[config.mk]
export PLATFORM = sky130hd
export DESIGN_NAME = cpsm_ctrl
export DESIGN_NICKNAME = d
export VERILOG_FILES = /design/src/rtl/core/cpsm_pkg.sv /design/src/rtl/core/cpsm_ctrl.sv
export SDC_FILE = /design/constraint.sdc
export NUM_CORES = 1
export LEC_CHECK = 0
export ABC_AREA = 1
export BUFFER_PORTS_ARGS = -buffer_cell sky130_fd_sc_hd__buf_2
export CAP_MARGIN = 20
export CELL_PAD_IN_SITES_DETAIL_PLACEMENT = 2
export CELL_PAD_IN_SITES_GLOBAL_PLACEMENT = 2
export CORE_MARGIN = 1.5
export CORE_UTILIZATION = 29
export DETAILED_ROUTE_END_ITERATION = 7
export PLACE_DENSITY = 0.84
export SYNTH_ARGS = -nofsm -noshare
export SYNTH_HDL_FRONTEND = slang
export SYNTH_SLANG_ARGS = --single-unit
[constraint.sdc]
create_clock -name i_clk -period 2.67 [get_ports i_clk]
set_input_delay 0.1335 -clock i_clk [delete_from_list [all_inputs] [get_ports i_clk]]
set_output_delay 0.1335 -clock i_clk [all_outputs]
set_load 0.005 [all_outputs]
[src/rtl/core/cpsm_pkg.sv]
// ----------------------------------------------------------------------------
// cpsm_pkg
// shared constants, codes and controller/datapath interface types
// ----------------------------------------------------------------------------
package cpsm_pkg;

    localparam int MAX_PLANES_DEF = 64;
    localparam logic [30:0] THR_RESET = 31'd1073527076;

    localparam logic [2:0] ST_NEW       = 3'd0;
    localparam logic [2:0] ST_RAISED    = 3'd1;
    localparam logic [2:0] ST_UNCHANGED = 3'd2;
    localparam logic [2:0] ST_FULL      = 3'd3;
    localparam logic [2:0] ST_ZERO      = 3'd4;

    localparam logic [1:0] MODE_SQ   = 2'd0;
    localparam logic [1:0] MODE_DIST = 2'd1;
    localparam logic [1:0] MODE_DOT  = 2'd2;

    localparam logic [1:0] FIN_ZERO   = 2'd0;
    localparam logic [1:0] FIN_FULL   = 2'd1;
    localparam logic [1:0] FIN_APPEND = 2'd2;
    localparam logic [1:0] FIN_MERGE  = 2'd3;

    typedef struct packed {
        logic       capture;
        logic       norm_shift;
        logic       acc_clr;
        logic       acc_add;
        logic [1:0] mul_mode;
        logic [1:0] mul_sel;
        logic       sqrt_init;
        logic       sqrt_step;
        logic       div_init;
        logic       div_step;
        logic       div_store;
        logic [1:0] comp;
        logic       dist_save;
        logic       scan_clear;
        logic       scan_next;
        logic       mem_rd;
        logic       fin;
        logic [1:0] fin_code;
    } t_cmd;

    typedef struct packed {
        logic zero;
        logic norm_ok;
        logic scan_end;
        logic match;
        logic full;
    } t_sts;

endpackage

[src/rtl/core/cpsm_ctrl.sv]
// ----------------------------------------------------------------------------
// cpsm_ctrl
// sequencer: normalize, square root, divide, distance, table scan, finish
// ----------------------------------------------------------------------------
module cpsm_ctrl
    import cpsm_pkg::*;
(
    input  logic i_clk,
    input  logic i_rst_n,
    input  logic start,
    output logic busy,
    input  t_sts i_sts,
    output t_cmd o_cmd
);

    localparam logic [3:0] S_IDLE  = 4'd0;
    localparam logic [3:0] S_CHK   = 4'd1;
    localparam logic [3:0] S_NORM  = 4'd2;
    localparam logic [3:0] S_SQ    = 4'd3;
    localparam logic [3:0] S_RINIT = 4'd4;
    localparam logic [3:0] S_ROOT  = 4'd5;
    localparam logic [3:0] S_DIVI  = 4'd6;
    localparam logic [3:0] S_DIVS  = 4'd7;
    localparam logic [3:0] S_DIVW  = 4'd8;
    localparam logic [3:0] S_DIST  = 4'd9;
    localparam logic [3:0] S_DSAV  = 4'd10;
    localparam logic [3:0] S_SCAN  = 4'd11;
    localparam logic [3:0] S_DOT   = 4'd12;
    localparam logic [3:0] S_TEST  = 4'd13;

    localparam logic [4:0] MAC_LAST  = 5'd3;
    localparam logic [4:0] ROOT_LAST = 5'd31;
    localparam logic [4:0] DIV_LAST  = 5'd30;
    localparam logic [1:0] COMP_LAST = 2'd2;

    logic [3:0] r_state, n_state;
    logic [4:0] r_cnt, n_cnt;
    logic [1:0] r_comp, n_comp;

    assign busy = (r_state != S_IDLE);

    always_ff @(posedge i_clk) begin
        if (!i_rst_n) begin
            r_state <= S_IDLE;
            r_cnt   <= '0;
            r_comp  <= '0;
        end else begin
            r_state <= n_state;
            r_cnt   <= n_cnt;
            r_comp  <= n_comp;
        end
    end

    always_comb begin
        n_state = r_state;
        n_cnt   = r_cnt;
        n_comp  = r_comp;
        o_cmd   = '0;
        o_cmd.comp    = r_comp;
        o_cmd.mul_sel = r_cnt[1:0];
        unique case (r_state)
            S_IDLE: begin
                if (start) begin
                    o_cmd.capture = 1'b1;
                    n_state = S_CHK;
                end
            end
            S_CHK: begin
                if (i_sts.zero) begin
                    o_cmd.fin      = 1'b1;
                    o_cmd.fin_code = FIN_ZERO;
                    n_state = S_IDLE;
                end else begin
                    n_state = S_NORM;
                end
            end
            S_NORM: begin
                if (i_sts.norm_ok) begin
                    n_cnt   = '0;
                    n_state = S_SQ;
                end else begin
                    o_cmd.norm_shift = 1'b1;
                end
            end
            S_SQ, S_DIST, S_DOT: begin
                // issue three products, accumulate each in the cycle after
                o_cmd.mul_mode = (r_state == S_SQ)   ? MODE_SQ :
                                 (r_state == S_DIST) ? MODE_DIST : MODE_DOT;
                o_cmd.acc_clr = (r_cnt == '0);
                o_cmd.acc_add = (r_cnt != '0);
                n_cnt = r_cnt + 5'd1;
                if (r_cnt == MAC_LAST) begin
                    n_state = (r_state == S_SQ)   ? S_RINIT :
                              (r_state == S_DIST) ? S_DSAV : S_TEST;
                end
            end
            S_RINIT: begin
                o_cmd.sqrt_init = 1'b1;
                n_cnt   = '0;
                n_state = S_ROOT;
            end
            S_ROOT: begin
                o_cmd.sqrt_step = 1'b1;
                n_cnt = r_cnt + 5'd1;
                if (r_cnt == ROOT_LAST) begin
                    n_comp  = '0;
                    n_state = S_DIVI;
                end
            end
            S_DIVI: begin
                o_cmd.div_init = 1'b1;
                n_cnt   = '0;
                n_state = S_DIVS;
            end
            S_DIVS: begin
                o_cmd.div_step = 1'b1;
                n_cnt = r_cnt + 5'd1;
                if (r_cnt == DIV_LAST) begin
                    n_state = S_DIVW;
                end
            end
            S_DIVW: begin
                o_cmd.div_store = 1'b1;
                if (r_comp == COMP_LAST) begin
                    n_cnt   = '0;
                    n_state = S_DIST;
                end else begin
                    n_comp  = r_comp + 2'd1;
                    n_state = S_DIVI;
                end
            end
            S_DSAV: begin
                o_cmd.dist_save  = 1'b1;
                o_cmd.scan_clear = 1'b1;
                n_state = S_SCAN;
            end
            S_SCAN: begin
                if (i_sts.scan_end) begin
                    o_cmd.fin      = 1'b1;
                    o_cmd.fin_code = i_sts.full ? FIN_FULL : FIN_APPEND;
                    n_state = S_IDLE;
                end else begin
                    o_cmd.mem_rd = 1'b1;
                    n_cnt   = '0;
                    n_state = S_DOT;
                end
            end
            S_TEST: begin
                if (i_sts.match) begin
                    o_cmd.fin      = 1'b1;
                    o_cmd.fin_code = FIN_MERGE;
                    n_state = S_IDLE;
                end else begin
                    o_cmd.scan_next = 1'b1;
                    n_state = S_SCAN;
                end
            end
            default: begin
                n_state = S_IDLE;
            end
        endcase
    end

endmodule

==> results, run 1 <==
- The detailed-routed wire length on met2 is 1740 um.
- Setup repair after global routing left no endpoint under its margin.
- After synthesis, the largest family of logic cells by area is simple AND/OR/NAND/NOR gates.
- The area enclosed by the die boundary is 4400 um2.
- Headroom to the max-slew limit came out at 69.8%.
- The total leakage power is 0.824 nW.
- The maximum clock rate is 524 MHz.
- The fraction of power consumed by the clock network is 22.8%.
- The pin count of the biggest net entering global routing is 10.
- The number of resized instances in the post-cts repair step is 0.
- The overflow left after global routing is 0.
- The synthesized netlist occupies a cell area of 1160 um2.
- No sink is reached through more buffers than the 2 on the longest clock path.
- The fraction of the yosys area taken by sequential cells is 18.9%.
- The buffer type at the clock tree root is sky130_fd_sc_hd__clkbuf_8.
- The internal power of the cells totals 0.399 mW.
- The post-synthesis average cell area is 6.12 um2.
- The critical path is of the reg2out type.
- The worst IR drop on VDD is 259 uV.
- In this run, synthesis inferred 0 flip-flops with an integrated enable.
- The number of rows in the core area is 22.
- In this run the standard cell core region covers 3740 um2.
- The share of cell area taken by muxes after synthesis is 0%.
- STA classifies the critical path startpoint as a register.
- Hold is met by 163 ps.
- The class of the tightest hold or removal check is in2reg.
- The most common cell in the synthesized netlist is sky130_fd_sc_hd__nand2_1.
- Across the whole layout, storage elements account for 220 um2.
- The max capacitance violation total is 0.
- The most used flip-flop cell after synthesis is sky130_fd_sc_hd__dfxtp_1.
- The multi-input gate area in the final layout is 752 um2.
- The first global-routing pass estimated 6170 um of wire.
- The synthesized design contains 11 register bits.
- Prior to clock tree synthesis, the placed netlist has a worst setup slack of 928 ps.
- The wire length on met1 is 1910 um.
- Of the total power, registers draw 30.0%.
- In the synthesized netlist, the cells that appear most often are sky130_fd_sc_hd__nand2_1, sky130_fd_sc_hd__inv_1, sky130_fd_sc_hd__nor2_1, sky130_fd_sc_hd__a21oi_1, sky130_fd_sc_hd__dfxtp_1.
- After Yosys synthesis, XOR and XNOR cells account for 0.753% of the synthesized area.
- The hold violation count in the final report was 0.
- 0 antenna diodes ended up in the layout.
- Relative to the synthesized area, the layout overhead comes to 18.2%.
- The count of different cell masters after synthesis is 26.
- In the final design database the tool counted 233 nets.
- After detailed routing, the average wire length per cell comes to 14.1 um.
- In this run the count of I/O pins placed on the die edge is 31.
- The register-to-register setup slack is 840 ps.
- STA classifies the critical path endpoint as an output port.
- The pre-antenna-repair detailed-routing pass consisted of 4 iterations.
- The transition at the pin with the smallest max-transition slack is 453 ps.
- Signal routing reaches up to met3.
- The synthesized netlist devotes 49.0% of its cell area to simple gates.
- At the end of routability-driven placement, the weighted congestion stood at 0.780.
- Power spread over the standard cell area amounts to 539 nW/um2.
- For this block, the initial DRC count from the detailed router was 31.
- The worst setup skew after layout is 1.05 ps.
- The number of cells in the finished layout apart from fillers is 267.
- The minimum clock period is 1910 ps.
- After layout, the worst setup slack is 761 ps.
- The count of final max-slew check failures is 0.
- The initial antenna violation count is 0.
- The cts-stage hold buffer count is 0.
- After detailed routing, the total wire length is 3760 um.
- Across every metal layer, demand over resource in global routing totals 18.5%.
- For this run, design rule violations remaining after detail routing come to 0.
- The initial standard-cell utilization of the core is 31.1%.
- The number of sinks driven by the clock tree is 11.
- The overall die width is 66.3 um.
- The setup TNS after final layout is 0 ps.
- Summed over all instances, the cell type with the most area after synthesis is sky130_fd_sc_hd__dfxtp_1.
- The synthesized netlist devotes 9.46% of its cell area to compound gates.
- The count of warnings emitted by yosys is 0.
- The fraction of synthesis flops using an asynchronous set or reset pin is 0%.
- The switching part of the total power is 46.2%.
- The number of vias per cell after detailed routing is 4.69.
- The insertion delay of the later-clocked pin in the worst-skew pair is 240 ps.
- Setup violations remaining at the end of the flow were counted as 0.
- Data arrives at the worst endpoint at 1780 ps.
- The number of cells produced by synthesis is 190.
- Yosys attributes the largest share of cell area to sky130_fd_sc_hd__dfxtp_1, sky130_fd_sc_hd__nand2_1, sky130_fd_sc_hd__inv_1.
- The required time of the worst setup path is 2540 ps.
- Detailed placement ended at an HPWL of 3030 um.
- The number of nets with antenna violations after detailed routing is 0.
- Buffers placed on the I/O ports in this run total 30.
- The detailed-route via count is 1252.
- The count of placed standard cells including taps is 263.
- The number of nets handed over by synthesis was 203.
- TritonCTS created 3 clock buffers.
- The amount of wire on met3 after detailed routing is 111 um.
- The switching power is 0.342 mW.
- Of all nets on the critical path, the largest fanout is 8.
- The number of levels the H-tree was split into is 1.
- The share of total power dissipated in combinational logic is 47.2%.
- The height of the chip is 66.3 um.
- The share of synthesized area in the top cell type comes to 18.9%.
- After layout, the worst path uses 71.5% of the clock period.
- The via count of the first global-routing pass is 1249.
- The CTS tree is built.
- Once the clock tree was built, the setup fixing pass inserted 0 buffers.
- Summing the areas of all fa, ha and maj instances in the mapped netlist gives 5.38% of the synthesized area.
- The run finished with clean final reports.
- The clock transition at the register clock pins on the worst setup and hold paths after CTS is 50 ps.
- The filler cells instantiated in the layout total 513.
- The post-route netlist has 29.2% of its cells at a drive strength greater than 1.
## kinds of logic (layout without fill, tap and decap cells)
family / Yosys count / count (layout)
xor gates and xnor gates: 1 / 1
adders and majority gates: 5 / 5
DFF: 11 / 11
buffers and inverters: 44 / 73
AOI/OAI and AO/OA: 21 / 21
and+or+nand+nor: 108 / 108
## final cells by class
class	instances	share of cell area, %
multi-input cells	135	54.7
flip-flops and latches	11	16.0
repair buffers	30	10.9
inverters	39	10.6
well taps	48	4.37
clock buffers	3	3.00
clock inverters	1	0.364
## flip-flops by register name, indices dropped and copies added (netlist names)
| register | cells |
|---|---|
| r_state | 4 |
| r_cnt | 5 |
| r_comp | 2 |
## worst max-delay path, cell delays in order, from the launching register on
cell and delay, ps:
sky130_fd_sc_hd__dfxtp_1 570, sky130_fd_sc_hd__inv_2 80, sky130_fd_sc_hd__nor2_1 280, sky130_fd_sc_hd__nand2_4 120
sky130_fd_sc_hd__nand3_4 100, sky130_fd_sc_hd__inv_1 40, sky130_fd_sc_hd__or2_1 200, sky130_fd_sc_hd__inv_1 50
sky130_fd_sc_hd__buf_2 100
## through the flow
| stage | area (um2) | util (%) | total power, mW |
|---|---|---|---|
| after detailed placement | 1330 | 35.5 | 0.572 |
| after CTS | 1380 | 36.7 | 0.750 |
| after floorplan | 1160 | - | 0.480 |
| final | 1380 | 36.7 | 0.741 |
| after global placement | 1330 | 35.5 | 0.559 |
| after global routing | 1380 | 36.7 | 0.801 |
## layout by cell type, fill, tap and decap left out, drive strengths merged, types with 2 or more instances in the layout
master and count:
buf 30, nand3 14, dfxtp 11, nand2 55, a21oi 11, o21ai 8
inv 38, clkbuf 3, ha 5, nor2 36, clkinv 2
## power by group through the flow
stage | Sequential [mW] | Combinational, mW | Clock, mW
finish | 0.222 | 0.350 | 0.169
global route | 0.224 | 0.391 | 0.186
CTS | 0.222 | 0.354 | 0.174
detailed placement | 0.225 | 0.347 | 0
global placement | 0.224 | 0.335 | 0
floorplan | 0.198 | 0.282 | 0
## layer usage
layer | vias to the layer above | GRT usage, %
met2 | 22 | 30.4
met4 | 0 | 0
met3 | 0 | 4.09
li1 | 630 | -
met1 | 600 | 26.1
met5 | - | 0
## worst paths after layout
| check | from | cells past startpoint | endpoint |
|---|---|---|---|
| max | r_state[0]$_SDFFE_PN0P_ | 8 | o_cmd[19] |
| min | i_rst_n | 3 | r_comp[1]$_SDFFE_PN0P_ |
| max reg2reg | r_cnt[1]$_SDFFE_PN0P_ | 11 | r_state[1]$_SDFFE_PN0P_ |
| min reg2reg | r_cnt[3]$_SDFFE_PN0P_ | 2 | r_cnt[3]$_SDFFE_PN0P_ |
No activity file was read; power rests on OpenSTA's default activity.
==> inputs of run 2 (changes only) <==
--- a/config.mk
+++ b/config.mk
@@ -11,9 +11,9 @@
 export CELL_PAD_IN_SITES_DETAIL_PLACEMENT = 2
 export CELL_PAD_IN_SITES_GLOBAL_PLACEMENT = 2
 export CORE_MARGIN = 1.5
-export CORE_UTILIZATION = 29
+export CORE_UTILIZATION = 27
 export DETAILED_ROUTE_END_ITERATION = 7
-export PLACE_DENSITY = 0.84
+export PLACE_DENSITY = 0.79
 export SYNTH_ARGS = -nofsm -noshare
 export SYNTH_HDL_FRONTEND = slang
 export SYNTH_SLANG_ARGS = --single-unit
==> constraint.sdc (replaced) <==
create_clock -name i_clk -period 1.8 [get_ports i_clk]
set_input_delay 0.09 -clock i_clk [delete_from_list [all_inputs] [get_ports i_clk]]
set_output_delay 0.09 -clock i_clk [all_outputs]
set_load 0.005 [all_outputs]
==> results, run 2 (synthesized netlist as in run 1, its figures left out) <==
- The highest cell delay on the worst timing path was 440 ps (-130 ps).
- The startpoint-to-endpoint class of the critical path is reg2out.
- The category of cells accounting for the largest share of critical-path delay is simple AND/OR/NAND/NOR gates.
- The number of detailed-route iterations in the first pass is 4 (unchanged).
- The area enclosed by the die boundary is 4710 um2 (+7.1%).
- The count of placed standard cells including taps is 268 (+1.9%).
- The number of cells in the finished layout apart from fillers is 272 (+1.9%).
- The clock transition at the register clock pins on the worst setup and hold paths after CTS is 60 ps (about the same).
- The number of sinks driven by the clock tree is 11 (unchanged).
- The height of the chip is 68.7 um (+3.5%).
- The hold violation count in the final report was 0 (unchanged).
- The overflow left after global routing was 0 (unchanged).
- The startpoint identified for the worst register-to-register timing path is r_cnt[0]$_SDFFE_PN0P_.
- The flow ran to the end, and the final reports show no timing, DRC or antenna violations.
- The first-pass GRT wire length was 5890 um (-4.6%).
- From synthesis to final layout, the design area changed by 21.9%.
- Setup repair after global routing left no endpoint under its margin.
- The area occupied by registers was 226 um2 (+2.8%).
- The number of buffers created by CTS is 3 (unchanged).
- The insertion delay of the later-clocked pin in the worst-skew pair is 250 ps (about the same).
- The number of flip-flops in the largest register came to 5 (unchanged).
- The worst IR drop on VDD was 465 uV (+80%).
- The pin count of the biggest net entering global routing is 10 (unchanged).
- The setup violation total in the final timing report is 0 (unchanged).
- The detailed-route via count came to 1247 (-0.40%).
- The initial standard-cell utilization of the core was 28.7% (-2.4 points).
- The required time of the worst setup path was 1710 ps (-830 ps).
- The max capacitance violation total is 0 (unchanged).
- The max-slew headroom at the worst pin came to 78.0% (+8.2 points).
- The count of final max-slew check failures is 0 (unchanged).
- The number of buffers inserted to repair setup after CTS was 0 (unchanged).
- The number of nets with antenna violations after detailed routing is 0 (unchanged).
- Based on the critical path, the design can be clocked at up to 604 MHz.
- The port buffer count was 30 (unchanged).
- The setup TNS after final layout is 0 ps (unchanged).
- The number of filler instances in the final layout is 549 (+7.0%).
- The number of nets in the finished design was 236 (+1.3%).
- The final wirelength came to 3720 um (-1.1%).
- The power density over the cells is 794 nW/um2 (+47%).
- STA classifies the critical path startpoint as a register.
- The transition at the pin with the smallest max-transition slack is 330 ps (-123 ps).
- The library cell used most frequently in the layout, excluding fill and tap cells, is sky130_fd_sc_hd__nand2_1.
- The share of post-route cells with drive strength above 1 was 33.3% (+4.1 points).
- The detailed-route DRC error count is 0 (unchanged).
- The root buffer cell chosen for the clock tree is sky130_fd_sc_hd__clkbuf_8.
- The top-level I/O count was 31 (unchanged).
- The part of the cycle the worst path needs is 91.9%.
- The sort of element at the end of the critical path is an output port.
- The initial antenna violation count is 0 (unchanged).
- The critical path goes through inv_2, nor2_8, nand2_4, nand3_4, inv_1, or2_1, inv_1, buf_2.
- The slowest stage of the critical path belongs to the cell sky130_fd_sc_hd__dfxtp_2.
- The cell that appears most often on the critical path is sky130_fd_sc_hd__inv_1.
- Leaving out fill and tap cells, the most frequent cells in the layout are sky130_fd_sc_hd__nand2_1, sky130_fd_sc_hd__inv_1, sky130_fd_sc_hd__buf_2, sky130_fd_sc_hd__nor2_1, sky130_fd_sc_hd__a21oi_1.
- The number of vias per cell after detailed routing is 4.58 (-2.2%).
- The overall die width came to 68.7 um (+3.5%).
- The multi-input gate area in the final layout is 766 um2 (+1.8%).
- The routed length per placed instance is 13.7 um (-3.0%).
- The antenna diode count is 0 (unchanged).
- The global placer's final weighted congestion is 0.755 (-3.1%).
- The number of levels the H-tree was split into was 1 (unchanged).
- The critical path data arrival time is 1570 ps (-210 ps).
- The core outline area was 4060 um2 (+8.4%).
- TritonCTS built the clock tree.
- The worst setup skew after layout is 5.85 ps (+4.80 ps).
- The overall track demand over capacity in global routing is 17.2% (-1.2 points).
- The origin of the worst min-delay path is i_rst_n.
- The total leakage power came to 0.839 nW (+1.9%).
- The maximum number of buffers from clock root to sink came to 2 (unchanged).
- The number of rows in the core area is 23 (+4.5%).
- The top fanout value on the critical path came to 7 (-1).
- The number of DRC violations after detailed-routing iteration 0 is 25 (-19%).
- The class of the tightest hold or removal check is in2reg.
- In the final layout, the registers with the most flip-flops are r_cnt: 5 flops, r_state: 4 flops, r_comp: 2 flops.
- The via count of the first global-routing pass is 1228 (-1.7%).
- More flip-flops sit in one register than any other, and that register is r_cnt.
- The beginning of the critical path is r_state[3]$_SDFFE_PN0P_.
- The number of buffer and inverter instances along the worst setup path is 4 (unchanged).
- The HPWL reported at the end of detailed placement is 3280 um (+8.5%).
- The smallest clock period supported by the final layout is computed as 1660 ps.
run 2: cell count changes in the layout (fill, tap and decap cells not counted):
cell,before,now
sky130_fd_sc_hd__dfxtp_1,11,6
sky130_fd_sc_hd__o21ai_1,4,3
sky130_fd_sc_hd__ha_2,0,1
sky130_fd_sc_hd__dfxtp_2,0,5
sky130_fd_sc_hd__clkbuf_1,0,1
sky130_fd_sc_hd__o21ai_2,0,1
sky130_fd_sc_hd__nor2_1,26,25
sky130_fd_sc_hd__buf_4,0,3
sky130_fd_sc_hd__clkinv_2,1,0
sky130_fd_sc_hd__ha_1,5,4
sky130_fd_sc_hd__nor2_4,3,4
run 2: cell type report:
class	count	share of cell area, %
timing repair buffer	33	12.2
sequential	11	16.0
tap	50	4.41
inverter	39	10.3
multi-input combinational	135	54.0
clock buffer	4	3.17
run 2: repair_timing:
| action | 4_1_cts | 5_1_grt |
|---|---|---|
| setup endpoints to repair | 1 | 3 |
| hold buffers | 0 | 0 |
| resized for setup | 2 | 7 |
run 2: final timing paths:
path | slack (ps) | to | cells past startpoint
worst min register to register | 480 | r_cnt[3]$_SDFFE_PN0P_ | 2
worst max-delay path | 140 | o_cmd[19] | 8
worst min-delay path | 120 | r_comp[0]$_SDFFE_PN0P_ | 3
worst max register to register | 220 | r_state[1]$_SDFFE_PN0P_ | 10
run 2: layer usage:
metal / part of all wire (%) / up-vias / global-route usage [%]
met5: 0 / - / 0
met4: 1.0 / 0 / 4.50
met3: 2.2 / 4 / 2.44
met2: 48 / 14 / 29.9
met1: 49 / 587 / 22.1
li1: - / 642 / -
run 2: stage by stage:
stage	worst slack, ps	hold slack [ps]	total power, mW	cell area, um2	util (%)
finish	145	115	1.13	1420	35.0
global route	7.25	148	1.22	1420	35.0
CTS	19.4	112	1.14	1400	34.6
detailed placement	155	368	0.868	1350	33.4
global placement	199	359	0.850	1350	33.4
floorplan	357	226	0.711	1160	-
run 2: report_power, final:
part | leakage [nW] | switching (mW) | internal (mW) | total (mW)
Combinational | 0.725 | 0.354 | 0.187 | 0.541
Clock | 0.0228 | 0.104 | 0.156 | 0.261
Sequential | 0.0912 | 0.0506 | 0.273 | 0.324
run 2: worst min-delay path, delay by kind of cell:
family	cells	cell delay, ps
AO/OA/AOI/OAI	1	70
buffers and inverters	1	110
AND/OR/NAND/NOR	1	40
